### src/rtl/core/pmgs_pkg.sv
// Shared types and constants for the player/missile graphics shifter.
package pmgs_pkg;

    localparam int NUM_PLAYERS  = 4;
    localparam int NUM_MISSILES = 4;
    localparam int PLAYER_W     = 8;
    localparam int MISSILE_W    = 2;
    localparam int NUM_POS      = 8;   // players 0-3, missiles 4-7
    localparam int NUM_GFX      = 5;   // players 0-3, missile byte 4
    localparam int GFX_MISSILE_SLOT = 4;
    localparam int VDELAY_PLAYER_BASE = 4;

    localparam logic [2:0] POS_DELAY  = 3'd5;
    localparam logic [1:0] GFX_DELAY  = 2'd3;
    localparam logic [2:0] SIZE_DELAY = 3'd5;

    typedef enum logic [2:0] {
        REQ_PIXEL        = 3'd0,
        REQ_REG_TICK     = 3'd1,
        REQ_POSITION     = 3'd2,
        REQ_GRAPHICS     = 3'd3,
        REQ_PLAYER_SIZE  = 3'd4,
        REQ_MISSILE_SIZE = 3'd5,
        REQ_PLAYER_DMA   = 3'd6,
        REQ_MISSILE_DMA  = 3'd7
    } req_t;

    typedef enum logic [1:0] {
        CFG_PLAYER_DMA_EN  = 2'd0,
        CFG_MISSILE_DMA_EN = 2'd1,
        CFG_VDELAY         = 2'd2,
        CFG_UNUSED         = 2'd3
    } cfg_addr_t;

    typedef struct packed {
        req_t       req;
        logic [7:0] horizontal;
        logic [2:0] object_index;
        logic [7:0] data_byte;
        logic       odd_scanline;
    } item_t;

    typedef struct packed {
        logic       player_dma_enable;
        logic       missile_dma_enable;
        logic [7:0] vertical_delay;
    } cfg_t;

endpackage

### src/rtl/core/player_missile_graphics_shifter_core.sv
// Top level of the player/missile graphics shifter: handshake, config and objects.
//
// Four 8-bit players and four 2-bit missiles, each loaded into its shifter when
// the horizontal count on a pixel tick matches its position, then shifted out
// MSB first, each bit held for one, two or four pixel ticks as its size sets.
// Every input beat is a request: a pixel tick returns one result beat with a
// pixel mask per object; register ticks, delayed writes and DMA loads return
// nothing. Position and size writes commit after five register ticks, graphics
// writes after three. The block takes one beat per clock unless stalled: a beat
// lands in the input register, one pass of logic updates the object state, and
// a pixel tick result lands in the output register, which holds it until taken.
// The output register decouples the sides;
// input stall rises only while a pixel tick waits behind a stalled, full output.
// Configuration writes (DMA enables, vertical delay) are always ready and are
// expected only while no request is in flight.
module player_missile_graphics_shifter_core (
    input  logic       clk,
    input  logic       rst_n,
    // request channel
    input  logic       in_valid,
    output logic       in_stall,
    input  logic [2:0] req_type,
    input  logic [7:0] horizontal,
    input  logic [2:0] object_index,
    input  logic [7:0] data_byte,
    input  logic       odd_scanline,
    // result channel
    output logic       out_valid,
    input  logic       out_stall,
    output logic [3:0] player_pixels,
    output logic [3:0] missile_pixels,
    // configuration write channel
    input  logic       cfg_valid,
    output logic       cfg_ready,
    input  logic [1:0] cfg_index,
    input  logic [7:0] cfg_data
);

    pmgs_pkg::item_t item_reg;
    logic            in_valid_reg;
    logic            out_valid_reg;
    logic [3:0]      ppix_reg, mpix_reg;
    pmgs_pkg::cfg_t  cfg_reg;

    logic            accept, advance, is_pixel, out_free, tick, op_en;
    logic [3:0]      ppix, mpix;

    logic [3:0][7:0] player_position, missile_position, player_graphics;
    logic [7:0]      missile_graphics, missile_size;
    logic [3:0][1:0] player_size;

    // Handshake: a pixel tick needs a free output slot; other requests never wait.
    always_comb
    begin
        is_pixel = (item_reg.req == pmgs_pkg::REQ_PIXEL);
        out_free = !out_valid_reg || !out_stall;
        advance  = in_valid_reg && (!is_pixel || out_free);
        in_stall = in_valid_reg && !advance;
        accept   = in_valid && !in_stall;
        tick     = advance && is_pixel;
        op_en    = advance && !is_pixel;
    end

    // Input register: load a new beat, or drop the current one once processed.
    always_ff @(posedge clk or negedge rst_n)
    begin
        if (!rst_n)
        begin
            in_valid_reg <= 1'b0;
        end
        else if (accept)
        begin
            in_valid_reg <= 1'b1;
        end
        else if (advance)
        begin
            in_valid_reg <= 1'b0;
        end
    end

    always_ff @(posedge clk)
    begin
        if (accept)
        begin
            item_reg.req          <= pmgs_pkg::req_t'(req_type);
            item_reg.horizontal   <= horizontal;
            item_reg.object_index <= object_index;
            item_reg.data_byte    <= data_byte;
            item_reg.odd_scanline <= odd_scanline;
        end
    end

    // Configuration registers; index beyond the list is ignored.
    assign cfg_ready = 1'b1;

    always_ff @(posedge clk or negedge rst_n)
    begin
        if (!rst_n)
        begin
            cfg_reg <= '0;
        end
        else if (cfg_valid && cfg_ready)
        begin
            unique case (pmgs_pkg::cfg_addr_t'(cfg_index))
                pmgs_pkg::CFG_PLAYER_DMA_EN:  cfg_reg.player_dma_enable  <= cfg_data[0];
                pmgs_pkg::CFG_MISSILE_DMA_EN: cfg_reg.missile_dma_enable <= cfg_data[0];
                pmgs_pkg::CFG_VDELAY:         cfg_reg.vertical_delay     <= cfg_data;
                default:
                begin
                end
            endcase
        end
    end

    pmgs_regs u_regs (
        .clk              (clk),
        .rst_n            (rst_n),
        .op_en            (op_en),
        .item             (item_reg),
        .cfg              (cfg_reg),
        .player_position  (player_position),
        .missile_position (missile_position),
        .player_graphics  (player_graphics),
        .missile_graphics (missile_graphics),
        .player_size      (player_size),
        .missile_size     (missile_size)
    );

    for (genvar g = 0; g < pmgs_pkg::NUM_PLAYERS; g++)
    begin : g_player
        pmgs_object #(
            .WIDTH (pmgs_pkg::PLAYER_W)
        ) u_player (
            .clk        (clk),
            .rst_n      (rst_n),
            .tick       (tick),
            .horizontal (item_reg.horizontal),
            .position   (player_position[g]),
            .graphics   (player_graphics[g]),
            .size       (player_size[g]),
            .pixel      (ppix[g])
        );
    end

    for (genvar g = 0; g < pmgs_pkg::NUM_MISSILES; g++)
    begin : g_missile
        pmgs_object #(
            .WIDTH (pmgs_pkg::MISSILE_W)
        ) u_missile (
            .clk        (clk),
            .rst_n      (rst_n),
            .tick       (tick),
            .horizontal (item_reg.horizontal),
            .position   (missile_position[g]),
            .graphics   (missile_graphics[2*g +: 2]),
            .size       (missile_size[2*g +: 2]),
            .pixel      (mpix[g])
        );
    end

    // Output register: hold a result until taken, advance on every pixel tick.
    always_ff @(posedge clk or negedge rst_n)
    begin
        if (!rst_n)
        begin
            out_valid_reg <= 1'b0;
        end
        else if (tick)
        begin
            out_valid_reg <= 1'b1;
        end
        else if (!out_stall)
        begin
            out_valid_reg <= 1'b0;
        end
    end

    always_ff @(posedge clk)
    begin
        if (tick)
        begin
            ppix_reg <= ppix;
            mpix_reg <= mpix;
        end
    end

    assign out_valid      = out_valid_reg;
    assign player_pixels  = ppix_reg;
    assign missile_pixels = mpix_reg;

endmodule

### src/rtl/core/pmgs_object.sv
// One graphics object: load on position match, stretch and shift out MSB first.
module pmgs_object #(
    parameter int WIDTH = pmgs_pkg::PLAYER_W
) (
    input  logic             clk,
    input  logic             rst_n,
    input  logic             tick,
    input  logic [7:0]       horizontal,
    input  logic [7:0]       position,
    input  logic [WIDTH-1:0] graphics,
    input  logic [1:0]       size,
    output logic             pixel
);

    localparam int BL_W = $clog2(WIDTH + 1);

    logic [WIDTH-1:0] shift_reg, shift_next, shift_ld;
    logic [BL_W-1:0]  left_reg, left_next, left_ld;
    logic [1:0]       stretch_reg, stretch_next, stretch_ld, stretch_inc;
    logic             load, active;

    always_comb
    begin
        load       = (horizontal == position);
        shift_ld   = load ? (shift_reg | graphics) : shift_reg;
        left_ld    = load ? BL_W'(WIDTH) : left_reg;
        stretch_ld = load ? 2'd0 : stretch_reg;
        active     = (left_ld != '0);
        pixel      = active && shift_ld[WIDTH-1];
        stretch_inc  = (stretch_ld + 2'd1) & size;
        shift_next   = shift_ld;
        left_next    = left_ld;
        stretch_next = stretch_ld;
        if (active)
        begin
            stretch_next = stretch_inc;
            if (stretch_inc == 2'd0)
            begin
                shift_next = shift_ld << 1;
                left_next  = left_ld - BL_W'(1);
            end
        end
    end

    always_ff @(posedge clk or negedge rst_n)
    begin
        if (!rst_n)
        begin
            shift_reg   <= '0;
            left_reg    <= '0;
            stretch_reg <= '0;
        end
        else if (tick)
        begin
            shift_reg   <= shift_next;
            left_reg    <= left_next;
            stretch_reg <= stretch_next;
        end
    end

endmodule

### src/rtl/core/pmgs_regs.sv
// Object registers: delayed position, graphics and size writes, and DMA loads.
module pmgs_regs (
    input  logic                  clk,
    input  logic                  rst_n,
    input  logic                  op_en,
    input  pmgs_pkg::item_t       item,
    input  pmgs_pkg::cfg_t        cfg,
    output logic [3:0][7:0]       player_position,
    output logic [3:0][7:0]       missile_position,
    output logic [3:0][7:0]       player_graphics,
    output logic [7:0]            missile_graphics,
    output logic [3:0][1:0]       player_size,
    output logic [7:0]            missile_size
);

    logic [pmgs_pkg::NUM_POS-1:0][7:0]     pos_pend_reg, pos_pend_next;
    logic [pmgs_pkg::NUM_POS-1:0][2:0]     pos_cd_reg, pos_cd_next;
    logic [pmgs_pkg::NUM_GFX-1:0][7:0]     gfx_pend_reg, gfx_pend_next;
    logic [pmgs_pkg::NUM_GFX-1:0][1:0]     gfx_cd_reg, gfx_cd_next;
    logic [pmgs_pkg::NUM_PLAYERS-1:0][1:0] psize_pend_reg, psize_pend_next;
    logic [pmgs_pkg::NUM_PLAYERS-1:0][2:0] psize_cd_reg, psize_cd_next;
    logic [7:0]                            msize_pend_reg, msize_pend_next;
    logic [2:0]                            msize_cd_reg, msize_cd_next;

    logic [pmgs_pkg::NUM_POS-1:0][7:0]     pos_reg, pos_next;
    logic [3:0][7:0]                       pgfx_reg, pgfx_next;
    logic [7:0]                            mgfx_reg, mgfx_next;
    logic [3:0][1:0]                       psize_reg, psize_next;
    logic [7:0]                            msize_reg, msize_next;

    logic [7:0] keep_mask;
    logic [1:0] pidx;

    always_comb
    begin
        pos_pend_next   = pos_pend_reg;
        pos_cd_next     = pos_cd_reg;
        gfx_pend_next   = gfx_pend_reg;
        gfx_cd_next     = gfx_cd_reg;
        psize_pend_next = psize_pend_reg;
        psize_cd_next   = psize_cd_reg;
        msize_pend_next = msize_pend_reg;
        msize_cd_next   = msize_cd_reg;
        pos_next        = pos_reg;
        pgfx_next       = pgfx_reg;
        mgfx_next       = mgfx_reg;
        psize_next      = psize_reg;
        msize_next      = msize_reg;
        pidx            = item.object_index[1:0];
        keep_mask       = '0;
        for (int i = 0; i < pmgs_pkg::NUM_MISSILES; i++)
        begin
            if (cfg.vertical_delay[i] && !item.odd_scanline)
            begin
                keep_mask[2*i +: 2] = 2'b11;
            end
        end

        if (op_en)
        begin
            unique case (item.req)
                pmgs_pkg::REQ_REG_TICK:
                begin
                    // Count down every pending write; commit at zero.
                    for (int i = 0; i < pmgs_pkg::NUM_POS; i++)
                    begin
                        if (pos_cd_reg[i] != 3'd0)
                        begin
                            pos_cd_next[i] = pos_cd_reg[i] - 3'd1;
                            if (pos_cd_reg[i] == 3'd1)
                            begin
                                pos_next[i] = pos_pend_reg[i];
                            end
                        end
                    end
                    for (int i = 0; i < pmgs_pkg::NUM_PLAYERS; i++)
                    begin
                        if (gfx_cd_reg[i] != 2'd0)
                        begin
                            gfx_cd_next[i] = gfx_cd_reg[i] - 2'd1;
                            if (gfx_cd_reg[i] == 2'd1)
                            begin
                                pgfx_next[i] = gfx_pend_reg[i];
                            end
                        end
                    end
                    if (gfx_cd_reg[pmgs_pkg::GFX_MISSILE_SLOT] != 2'd0)
                    begin
                        gfx_cd_next[pmgs_pkg::GFX_MISSILE_SLOT] =
                            gfx_cd_reg[pmgs_pkg::GFX_MISSILE_SLOT] - 2'd1;
                        if (gfx_cd_reg[pmgs_pkg::GFX_MISSILE_SLOT] == 2'd1)
                        begin
                            mgfx_next = gfx_pend_reg[pmgs_pkg::GFX_MISSILE_SLOT];
                        end
                    end
                    for (int i = 0; i < pmgs_pkg::NUM_PLAYERS; i++)
                    begin
                        if (psize_cd_reg[i] != 3'd0)
                        begin
                            psize_cd_next[i] = psize_cd_reg[i] - 3'd1;
                            if (psize_cd_reg[i] == 3'd1)
                            begin
                                psize_next[i] = psize_pend_reg[i];
                            end
                        end
                    end
                    if (msize_cd_reg != 3'd0)
                    begin
                        msize_cd_next = msize_cd_reg - 3'd1;
                        if (msize_cd_reg == 3'd1)
                        begin
                            msize_next = msize_pend_reg;
                        end
                    end
                end
                pmgs_pkg::REQ_POSITION:
                begin
                    pos_pend_next[item.object_index] = item.data_byte;
                    pos_cd_next[item.object_index]   = pmgs_pkg::POS_DELAY;
                end
                pmgs_pkg::REQ_GRAPHICS:
                begin
                    if (item.object_index < 3'(pmgs_pkg::NUM_GFX))
                    begin
                        gfx_pend_next[item.object_index] = item.data_byte;
                        gfx_cd_next[item.object_index]   = pmgs_pkg::GFX_DELAY;
                    end
                end
                pmgs_pkg::REQ_PLAYER_SIZE:
                begin
                    if (!item.object_index[2])
                    begin
                        psize_pend_next[pidx] = item.data_byte[1:0];
                        psize_cd_next[pidx]   = pmgs_pkg::SIZE_DELAY;
                    end
                end
                pmgs_pkg::REQ_MISSILE_SIZE:
                begin
                    msize_pend_next = item.data_byte;
                    msize_cd_next   = pmgs_pkg::SIZE_DELAY;
                end
                pmgs_pkg::REQ_PLAYER_DMA:
                begin
                    if (!item.object_index[2] && cfg.player_dma_enable &&
                        !(cfg.vertical_delay[pmgs_pkg::VDELAY_PLAYER_BASE + 32'(pidx)] &&
                          !item.odd_scanline))
                    begin
                        pgfx_next[pidx] = item.data_byte;
                    end
                end
                pmgs_pkg::REQ_MISSILE_DMA:
                begin
                    // Delayed missiles keep their pair on even lines.
                    if (cfg.missile_dma_enable)
                    begin
                        mgfx_next = (mgfx_reg & keep_mask) | (item.data_byte & ~keep_mask);
                    end
                end
                default:
                begin
                end
            endcase
        end
    end

    always_ff @(posedge clk or negedge rst_n)
    begin
        if (!rst_n)
        begin
            pos_pend_reg   <= '0;
            pos_cd_reg     <= '0;
            gfx_pend_reg   <= '0;
            gfx_cd_reg     <= '0;
            psize_pend_reg <= '0;
            psize_cd_reg   <= '0;
            msize_pend_reg <= '0;
            msize_cd_reg   <= '0;
            pos_reg        <= '0;
            pgfx_reg       <= '0;
            mgfx_reg       <= '0;
            psize_reg      <= '0;
            msize_reg      <= '0;
        end
        else
        begin
            pos_pend_reg   <= pos_pend_next;
            pos_cd_reg     <= pos_cd_next;
            gfx_pend_reg   <= gfx_pend_next;
            gfx_cd_reg     <= gfx_cd_next;
            psize_pend_reg <= psize_pend_next;
            psize_cd_reg   <= psize_cd_next;
            msize_pend_reg <= msize_pend_next;
            msize_cd_reg   <= msize_cd_next;
            pos_reg        <= pos_next;
            pgfx_reg       <= pgfx_next;
            mgfx_reg       <= mgfx_next;
            psize_reg      <= psize_next;
            msize_reg      <= msize_next;
        end
    end

    always_comb
    begin
        for (int i = 0; i < pmgs_pkg::NUM_PLAYERS; i++)
        begin
            player_position[i]  = pos_reg[i];
            missile_position[i] = pos_reg[pmgs_pkg::NUM_PLAYERS + i];
        end
        player_graphics  = pgfx_reg;
        missile_graphics = mgfx_reg;
        player_size      = psize_reg;
        missile_size     = msize_reg;
    end

endmodule

### config.mk
export PLATFORM = sky130hd
export DESIGN_NAME = player_missile_graphics_shifter_core
export DESIGN_NICKNAME = d
export VERILOG_FILES = /design/src/rtl/core/pmgs_pkg.sv /design/src/rtl/core/player_missile_graphics_shifter_core.sv /design/src/rtl/core/pmgs_object.sv /design/src/rtl/core/pmgs_regs.sv
export SDC_FILE = /design/constraint.sdc
export NUM_CORES = 1
export LEC_CHECK = 0
export BUFFER_PORTS_ARGS = -buffer_cell sky130_fd_sc_hd__clkbuf_2
export CORE_ASPECT_RATIO = 0.7
export CORE_MARGIN = 2
export CORE_UTILIZATION = 57
export CTS_CLUSTER_SIZE = 24
export DETAILED_ROUTE_END_ITERATION = 16
export GPL_ROUTABILITY_DRIVEN = 0
export HOLD_SLACK_MARGIN = 0.12
export PLACE_DENSITY = 0.79
export SYNTH_ARGS = -nofsm -noshare
export SYNTH_HDL_FRONTEND = slang
export SYNTH_SLANG_ARGS = --single-unit
### constraint.sdc
create_clock -name clk -period 2.75 [get_ports clk]
set_input_delay 0.275 -clock clk [delete_from_list [all_inputs] [get_ports clk]]
set_output_delay 0.275 -clock clk [all_outputs]
set_load 0.005 [all_outputs]
Word level (Yosys, flattened, before mapping)
Index checks and enable logic that the tools add are counted.
{"block": "op_classes", "multipliers": 0, "n_bitwise": 28, "n_shift": 0, "add_sub_neg": 35, "n_reduce_logical": 118, "mux": 128, "n_eq_ne": 63, "magnitude_cmp": 6, "div_mod_pow": 0}
{"operator": "8-bit 2-to-1 mux", "count": 25}
{"operator": "2-bit 2-to-1 mux", "count": 51}
{"operator": "4-bit AND reduction", "count": 22}
{"operator": "64-bit bitwise mux", "count": 1}
{"operator": "8-bit equality test", "count": 8}
{"operator": "32-bit case mux with 2 select lines", "count": 1}
{"operator": "2-bit by 1-bit inequality test with 1-bit output (second input constant)", "count": 26}
{"operator": "4-bit 2-to-1 mux", "count": 12}
{"operator": "8-bit OR", "count": 6}
{"operator": "24-bit case mux with 2 select lines", "count": 1}
{"operator": "3-bit 2-to-1 mux", "count": 15}
{"operator": "3-bit by 1-bit equality test with 1-bit output (second input constant)", "count": 14}
{"operator": "40-bit bitwise mux", "count": 1}
{"operator": "3-bit nonzero test", "count": 13}
{"operator": "3-bit by 1-bit subtractor with 3-bit output (second input constant)", "count": 13}
{"operator": "3-bit AND reduction", "count": 11}
{"operator": "32-bit bitwise mux", "count": 1}
{"operator": "32-bit by 4-bit less-than comparator with 1-bit output (second input constant)", "count": 1}
{"operator": "32-bit 2-to-1 mux", "count": 1}
{"operator": "2-bit nonzero test", "count": 16}
{"operator": "5-bit AND reduction", "count": 5}
{"operator": "8-bit AND", "count": 3}
{"operator": "8-bit demux with 3-bit select", "count": 1}
{"operator": "12-bit case mux with 2 select lines", "count": 1}
{"operator": "other kinds (42)", "count": 129}
{"block": "word_totals", "word_cells": 468, "mem_bits_rw": 0, "latch_bits": 0, "mem_bits_ro": 0, "register_bits": 412, "in_bits": 38, "memories": 0}

Logic depth before layout (Yosys ltp)
Gate-level depths: netlist of run 1.
{"block": "logic_depth", "depth_word": 9, "mapped_depth": 12, "mapped_depth_nobuf": 11}

Cells and area by module
Synthesis of run 1 repeated with hierarchy kept, for this count alone.
{"block": "hier_totals", "cells_unflattened": 1753, "area_unflattened_um2": 20365.8}
{"module": "pmgs_regs", "n_inst": 1, "seq_area_each_um2": 7231.9, "cells_per_inst": 1027, "area_each_um2": 13048.8}
{"module": "pmgs_object (g_player[0].u_player ...)", "n_inst": 4, "seq_area_each_um2": 350.3, "cells_per_inst": 103, "area_each_um2": 923.4}
{"module": "pmgs_object (g_missile[0].u_missile ...)", "n_inst": 4, "seq_area_each_um2": 150.1, "cells_per_inst": 62, "area_each_um2": 546.8}
{"module": "player_missile_graphics_shifter_core", "n_inst": 1, "seq_area_each_um2": 1231.2, "cells_per_inst": 66, "area_each_um2": 1436.4}

Least setup slack after synthesis of run 1
Ideal clock, no wire load.
{"block": "synth_timing", "path_type": "register to register", "start": "reg item_reg[15] (netlist name)", "end": "reg g_player[0].u_player.shift_reg[2]", "path_slack_ns": -0.086, "n_path_buf": 1, "arrival_time_ns": 2.732, "path_stages_with_launch": 13, "required_ns": 2.646, "synth_period_minus_slack_ns": 2.836, "setup_time_ns": 0.104, "cell_sequence": "edfxtp_1 buf_6 xor2_1 nor4_1 nand2_1 nand2_1 ha_1 nor3b_1 a211oi_1 a21oi_1 o32a_4 nor2_4 a221oi_1"}
{"block": "synth_between", "elab_chain_len": 7, "word_cells_on_any_way": 10, "cone_classes": "1 x add/sub; 1 x eq/ne; 5 x mux; 1 x bitwise; 2 x reduce/logical"}
{"element": "8-bit equality test (*)", "line": "pmgs_object.sv:24", "text": "load = (horizontal == position);"}
{"element": "2-bit 2-to-1 mux", "line": "pmgs_object.sv:27", "text": "stretch_ld = load ? 2'd0 : stretch_reg;"}
{"element": "2-bit by 1-bit adder with 2-bit output", "line": "pmgs_object.sv:30", "text": "stretch_inc = (stretch_ld + 2'd1) & size;"}
{"element": "2-bit AND", "line": "pmgs_object.sv:30"}
{"element": "2-bit logical NOT", "line": "pmgs_object.sv:37", "text": "if (stretch_inc == 2'd0)"}
{"element": "8-bit 2-to-1 mux", "line": "pmgs_object.sv:37"}
{"element": "8-bit 2-to-1 mux (*)", "line": "pmgs_object.sv:34", "text": "if (active)"}
{"element": "to (signal assigned)", "line": "pmgs_object.sv:55", "text": "shift_reg <= shift_next;"}
{"element": "to (decl)", "line": "pmgs_object.sv:17", "text": "logic [WIDTH-1:0] shift_reg, shift_next, shift_ld;"}
Mark *: on every way between the ends. The rest lies on a longest branch, timed or not.
A chain may end at the register's enable or synchronous reset.

Final worst setup path of run 1
{"block": "layout_timing", "start": "reg item_reg[14] (netlist name)", "end": "reg g_missile[0].u_missile.left_reg[1]"}
{"block": "layout_between", "elab_chain_len": 7, "word_cells_on_any_way": 10, "cone_classes": "2 x add/sub; 1 x eq/ne; 4 x mux; 1 x bitwise; 2 x reduce/logical"}
{"element": "8-bit equality test (*)", "line": "pmgs_object.sv:24"}
{"element": "2-bit 2-to-1 mux", "line": "pmgs_object.sv:27"}
{"element": "2-bit by 1-bit adder with 2-bit output", "line": "pmgs_object.sv:30"}
{"element": "2-bit AND", "line": "pmgs_object.sv:30"}
{"element": "2-bit logical NOT", "line": "pmgs_object.sv:37"}
{"element": "2-bit 2-to-1 mux", "line": "pmgs_object.sv:37"}
{"element": "2-bit 2-to-1 mux (*)", "line": "pmgs_object.sv:34"}
{"element": "to (signal assigned)", "line": "pmgs_object.sv:56", "text": "left_reg <= left_next;"}
{"element": "to (decl)", "line": "pmgs_object.sv:18", "text": "logic [BL_W-1:0] left_reg, left_next, left_ld;"}
Marks and branches as above.

==> out/results.ini, run 1 <==
[placement]
place_ws_ps = -328
place_area_um2 = 20600
dp_cells = 2246
buffer_ports.inserted = 47
detailedPlacementHpwl_mm = 33.7

[sta]
tns_ps = 0
worst-slew-pin-transition_ps = 1160
final.period_utilization_pct = 97.6
timing.final.max_slew_violations = 0
max-slew-margin-rel_pct = 23.0
post-route-worst-setup-slack_ps = 66.4
number_of_endpoints_with_negative_hold_slack_in_the_final_report = 0
maxClockFrequency_mhz = 373
min_period_ps = 2680
final-setup-viol-count = 0
rsz0062_at_grt = yes
worst_clock_skew_ps = 25.7

[route]
routed-wl-met2_mm = 22.4
route.antenna.remaining_nets = 0
dr.first_iter.drc_count = 1489
detail_route.first_pass.iterations = 5
met1Wirelength_mm = 21.8
post_drt_wl_per_cell_um = 21.2
met3WireLength_mm = 4.98
routed_wl_mm = 50.2
via_per_inst = 6.19
route.detailed.drc = 0
vias = 14600
top_layer = met5

[floorplan]
ioPinCount = 49
row_count = 56
die_ht_um = 159
initial_core_util_pct = 58.1
die_boundary_width_um = 225
die-area_um2 = 35800
core_um2 = 33600

[finish]
postLayoutCoreUtil_pct = 67.1
flow.area_growth_from_synthesis_pct = 15.5
fillerInstances = 2377
max_ffs_per_register = 64
fin_area_um2 = 22600
finalNetCount = 1997
final_layout_size_suffix_gt1_share_pct = 23.8
layout.cells.non_filler = 2365
antenna_cells = 0

[hold_path]
worstHoldPathType = in -> reg

[grt]
antenna_found_initial = 2
globalRouteTotalUtil_pct = 28.4
number_of_global_route_vias_before_repair = 14800
largest_net_degree_at_the_start_of_global_routing = 90
first_pass_grt_wire_length_mm = 80.0
grt-ovfl-total = 0

[clock_tree]
numClockSinks = 412
clkLatencyLatePin_ps = 570
cts_made_buffers = 40
tritoncts_clock_tree = built
htreeDepth = 2
cts.root.buffer_cell = sky130_fd_sc_hd__clkbuf_16
max-clock-path-buffers = 3
worst_setup_hold_path_clk_slew_ps = 70

[pwr]
power_per_cell_area_nw_per_um2 = 807
cellLeakagePower_nw = 10.3
vdd_ir_drop_max_mv = 0.573

[worst_setup_path]
worst_setup_path_start_kind = register
worstSetupPathType = reg -> reg
worstPathCellList = buf_4, buf_4, xnor2_1, nand4_1, o21ai_2, ha_2, inv_1, and3_1, mux2i_2, a21oi_1, a211oi_2
worstPathArrival_ps = 3150
worstPathBufferInverterCount = 3
setup.worst_path.end_class = register
worst-endpoint-required_ps = 3220
critical-path-max-stage-delay_ps = 440
slowest_stage = sky130_fd_sc_hd__edfxtp_1
cpLargestDelayFamily = compound AO/OA/AOI/OAI gates
crit_path_max_fanout = 6
crit_top_cell = sky130_fd_sc_hd__buf_4

[logic_synthesis]
post_synth_most_frequent_cells = sky130_fd_sc_hd__dfrtp_1 (381), sky130_fd_sc_hd__mux2_2 (210), sky130_fd_sc_hd__nor2_1 (134), sky130_fd_sc_hd__nand2_1 (132), sky130_fd_sc_hd__o21ai_0 (122)
postSynthAreaPerCell_um2 = 11.1
mappedNetlistArea_um2 = 19500
number_of_standard_cells_after_synthesis = 1768
fraction_of_synthesis_flops_using_an_asynchronous_set_or_reset_pin_pct = 92.5
synth-seq-cells = 412
yosys.area.top_type = sky130_fd_sc_hd__dfrtp_1
yosysUniqueCellTypes = 68
ys_dominant_reg_cell = sky130_fd_sc_hd__dfrtp_1
synthesis.nets = 1863
yosysSeqAreaShare_pct = 53.6
yosys_warnings = 0
synth_largest_type_area_fraction_pct = 48.8
synth-edff-count = 31
synthTopCellsByArea = sky130_fd_sc_hd__dfrtp_1 (49%), sky130_fd_sc_hd__mux2_2 (12%), sky130_fd_sc_hd__edfxtp_1 (4.8%)
synth_most_common_cell = sky130_fd_sc_hd__dfrtp_1

[flow_run]
drv_cap = 0

[status]
outcome = finished clean

==> per-stage QoR <==
step	power, mW	hold slack [ps]
2_1_floorplan	11.1	-20.6
3_3_place_gp	12.0	363
4_1_cts	18.0	150
6_report	18.2	161
5_1_grt	19.2	209
3_5_place_dp	12.3	364
==> worst min-delay path, cell delays in order <==
cell                       delay [ps]
sky130_fd_sc_hd__clkbuf_2          90
sky130_fd_sc_hd__nand2_1           50
sky130_fd_sc_hd__nor2_1            50
sky130_fd_sc_hd__mux2_2           220
==> final timing paths <==
| kind | cells past startpoint | from | to | slack, ps |
|---|---|---|---|---|
| max | 11 | item_reg[14] | g_missile[0].u_missile.left_reg[1] | 70 |
| min | 4 | cfg_index[0] | cfg_reg[8] | 160 |
| max reg2reg | 11 | item_reg[14] | g_missile[0].u_missile.left_reg[1] | 70 |
| min reg2reg | 2 | u_regs.player_graphics[30] | u_regs.player_graphics[30] | 490 |
| max in group asynchronous | 3 | rst_n | u_regs.pos_pend_reg[22] | 1540 |
| min in group asynchronous | 2 | rst_n | g_missile[1].u_missile.stretch_reg[0] | 330 |
==> power by group <==
part	internal (mW)	switching, mW	total, mW
clock network	3.23	2.40	5.64
logic	1.92	2.14	4.06
registers	7.44	1.09	8.53
total	12.6	5.63	18.2
==> cell usage in the layout, fill, tap and decap left out, types with 9 or more instances in the layout <==
master,count
sky130_fd_sc_hd__dfrtp_1,381
sky130_fd_sc_hd__mux2_2,210
sky130_fd_sc_hd__nor2_1,132
sky130_fd_sc_hd__nand2_1,130
sky130_fd_sc_hd__a21oi_1,118
sky130_fd_sc_hd__o21ai_0,118
sky130_fd_sc_hd__inv_1,78
sky130_fd_sc_hd__buf_4,78
sky130_fd_sc_hd__xnor2_1,55
sky130_fd_sc_hd__ha_1,51
sky130_fd_sc_hd__clkbuf_2,46
sky130_fd_sc_hd__clkbuf_16,42
sky130_fd_sc_hd__nand3_1,39
sky130_fd_sc_hd__dlygate4sd3_1,36
sky130_fd_sc_hd__edfxtp_1,31
sky130_fd_sc_hd__and3_1,30
sky130_fd_sc_hd__nand4_1,22
sky130_fd_sc_hd__nor2b_1,19
sky130_fd_sc_hd__a31oi_1,19
sky130_fd_sc_hd__a211oi_1,18
sky130_fd_sc_hd__nor3_1,17
sky130_fd_sc_hd__a221oi_1,16
sky130_fd_sc_hd__a22oi_1,13
sky130_fd_sc_hd__nand2b_1,12
sky130_fd_sc_hd__nor4_1,10
sky130_fd_sc_hd__o22ai_1,10
sky130_fd_sc_hd__a221oi_2,10
sky130_fd_sc_hd__xor2_1,9
sky130_fd_sc_hd__and2_1,9
sky130_fd_sc_hd__o21a_1,9
sky130_fd_sc_hd__clkbuf_8,9
==> timing repair <==
| action | in CTS | in global routing |
|---|---|---|
| hold endpoints to repair | 110 | 0 |
| buffers inserted | 3 | 10 |
| gates resized for setup | 9 | 32 |
| pin swaps | 1 | 9 |
| endpoints found under the setup margin | 28 | 39 |
| hold buffers | 36 | 0 |
==> cells by family (layout without fill, tap and decap cells) <==
| family | count (synthesis) | after routing | share of synthesized area (%) |
|---|---|---|---|
| AO/OA/AOI/OAI | 400 | 400 | 12.8 |
| adder cells (fa/ha/maj) | 57 | 57 | 3.65 |
| flip-flops | 412 | 412 | 53.6 |
| other | 1 | 1 | 0.0192 |
| multiplexers | 214 | 214 | 12.4 |
| XOR/XNOR | 65 | 65 | 2.91 |
| buffers and inverters | 156 | 318 | 3.39 |
| AND/OR/NAND/NOR | 463 | 463 | 11.3 |
==> layer usage <==
layer	GRT usage (%)	vias to the layer above
met3	7.70	87
met2	42.5	616
met1	41.0	7356
met4	7.59	2
li1	-	6581
met5	0	-
==> final cells by class <==
| cell class | count | area (um^2) | area share (%) |
|---|---|---|---|
| inverter | 79 | 297 | 1.31 |
| clock inverter | 12 | 128 | 0.565 |
| timing repair buffer | 169 | 1350 | 5.98 |
| tap | 435 | 544 | 2.41 |
| clock buffer | 58 | 1200 | 5.32 |
| sequential | 412 | 10500 | 46.3 |
| multi-input combinational | 1200 | 8590 | 38.1 |
(Power assumes the default switching activity.)
==> inputs of run 2 (changes only) <==
Settings changed: PLACE_DENSITY 0.79 to 0.88.
==> run 2 against run 1 <==
  * The flow now finishes with violations (setup timing)
  * Maximum frequency shrank 11%
  * First-iteration DRC count grew 36%
  * Count of clock-buffer cells in the layout shrank 1
  * Cell area grew 1.0%
  * Clock skew grew 18 ps
  * Power grew 4.9%
  * Sequential share of layout area shrank 0.47 points
  * Wire length grew 21%
  * Via count grew 9.7%
  * Flip-flop and latch count is the same
  * Clock power grew 5.7%
  * Critical endpoint unchanged
  * Largest power group unchanged
==> out/results.ini, run 2 (synthesis results as in run 1) <==
[status]
outcome = finished with violations
violations_in_the_final_reports = setup timing

[worst_setup_path]
worstSetupPathType = reg -> reg
worstPathArrival_ps = 3440
setup.worst_path.end_class = register
worstPathCellList = buf_4, xnor2_1, nand4_1, buf_4, nor2_2, nor2_1, ha_2, inv_1, and3_1, mux2i_4, a21oi_2, a211oi_2
reg2reg_slack_ps = -250
worst-endpoint-required_ps = 3190
slowest_stage = sky130_fd_sc_hd__edfxtp_1
crit_top_cell = sky130_fd_sc_hd__buf_4
crit_path_max_fanout = 7
worst_setup_path_start_kind = register
critical-path-max-stage-delay_ps = 430

[grt]
largest_net_degree_at_the_start_of_global_routing = 77
grt-ovfl-total = 0
number_of_global_route_vias_before_repair = 15800
globalRouteTotalUtil_pct = 31.4
antenna_found_initial = 1
first_pass_grt_wire_length_mm = 87.9

[sta]
maxClockFrequency_mhz = 333
final-setup-viol-count = 26
worst_clock_skew_ps = 43.5
number_of_endpoints_with_negative_hold_slack_in_the_final_report = 0
rsz0062_at_grt = yes
min_period_ps = 3000
worst-slew-pin-transition_ps = 1300
max-slew-margin-rel_pct = 13.6
post-route-worst-setup-slack_ps = -250
final.period_utilization_pct = 109
tns_ps = -2620
timing.final.max_slew_violations = 0

[route]
via_per_inst = 6.77
dr.first_iter.drc_count = 2021
vias = 16100
post_drt_wl_per_cell_um = 25.6
routed_wl_mm = 60.6
route.antenna.remaining_nets = 0
detail_route.first_pass.iterations = 9
route.detailed.drc = 0

[floorplan]
die-area_um2 = 35800
die_ht_um = 159
die_boundary_width_um = 225
row_count = 56
ioPinCount = 49
initial_core_util_pct = 58.1
core_um2 = 33600

[finish]
flow.area_growth_from_synthesis_pct = 16.7
postLayoutCoreUtil_pct = 67.8
antenna_cells = 0
fillerInstances = 2097
final_layout_size_suffix_gt1_share_pct = 25.3
most-common-layout-cells = sky130_fd_sc_hd__dfrtp_1 (381), sky130_fd_sc_hd__mux2_2 (210), sky130_fd_sc_hd__nor2_1 (132), sky130_fd_sc_hd__nand2_1 (128), sky130_fd_sc_hd__o21ai_0 (118)
finalNetCount = 2000
max_ffs_per_register = 64
layout.cells.most_common = sky130_fd_sc_hd__dfrtp_1

[clock_tree]
numClockSinks = 412
max-clock-path-buffers = 3
cts.root.buffer_cell = sky130_fd_sc_hd__clkbuf_16
worst_setup_hold_path_clk_slew_ps = 70
clkLatencyLatePin_ps = 580
tritoncts_clock_tree = built
htreeDepth = 2
cts_made_buffers = 39

[placement]
detailedPlacementHpwl_mm = 34.6
place_ws_ps = -179
buffer_ports.inserted = 47

[pwr]
post-layout-total-power_mw = 19.1
power_per_cell_area_nw_per_um2 = 838
vdd_ir_drop_max_mv = 0.547
cellLeakagePower_nw = 10.4

[flow_run]
drv_cap = 0

[hold_path]
worstHoldPathType = in -> reg

run 2: worst max-delay path, delay by kind of cell, from the launching register on:
kind | cells | cell delay [ps]
simple gates | 4 | 770
buf+inv | 3 | 650
compound gates | 2 | 440
flops | 1 | 430
xor+xnor | 1 | 240
fa+ha+maj | 1 | 230
mux | 1 | 110
run 2: layout make-up:
type	count	area (um^2)	share of cell area, %
clock buffer	57	1150	5.06
clock inverter	15	218	0.954
inverter	79	297	1.30
multi-input combinational	1200	8760	38.4
sequential	412	10500	45.9
tap	435	544	2.39
timing repair buffer	173	1380	6.03
run 2: metal layers:
layer	GRT usage, %	up-vias	part of all wire (%)
met3	9.34	332	13
met5	0	-	0
met2	48.5	1303	45
li1	-	6577	-
met1	41.4	7848	36
met4	13.6	0	5.6
run 2: repair_timing:
item | CTS | global route
endpoints found under the setup margin | 37 | 53
hold buffers | 35 | 0
setup buffers | 6 | 15
pin swaps | 14 | 14
gates resized for setup | 25 | 47
cloned | 0 | 0
endpoints found under the hold margin | 105 | 0
run 2: through the flow:
step / instance area (um^2) / std cells / hold slack (ps)
floorplan: 19500 / 1768 / -20.6
global placement: 20600 / 2243 / 246
detailed placement: 20600 / 2243 / 254
CTS: 22400 / 2356 / 153
global route: 22800 / 2371 / 189
finish: 22800 / 2371 / 162
run 2: path summary, 6_finish.rpt:
path | cells past startpoint | start | to
worst min-delay path | 3 | cfg_index[1] | cfg_reg[9]
worst max-delay path | 12 | item_reg[14] | g_missile[0].u_missile.left_reg[1]
worst max register to register | 12 | item_reg[14] | g_missile[0].u_missile.left_reg[1]
max in group asynchronous | 3 | rst_n | cfg_reg[5]
worst min register to register | 2 | u_regs.pos_cd_reg[22] | u_regs.pos_cd_reg[22]
min in group asynchronous | 2 | rst_n | asynchronous set/reset pin
run 2: power breakdown:
group / internal [mW] / leakage [nW] / switching (mW) / total, mW
combinational: 2.02 / 4.45 / 2.49 / 4.51
sequential: 7.43 / 5.26 / 1.21 / 8.64
clock: 3.41 / 0.676 / 2.55 / 5.96
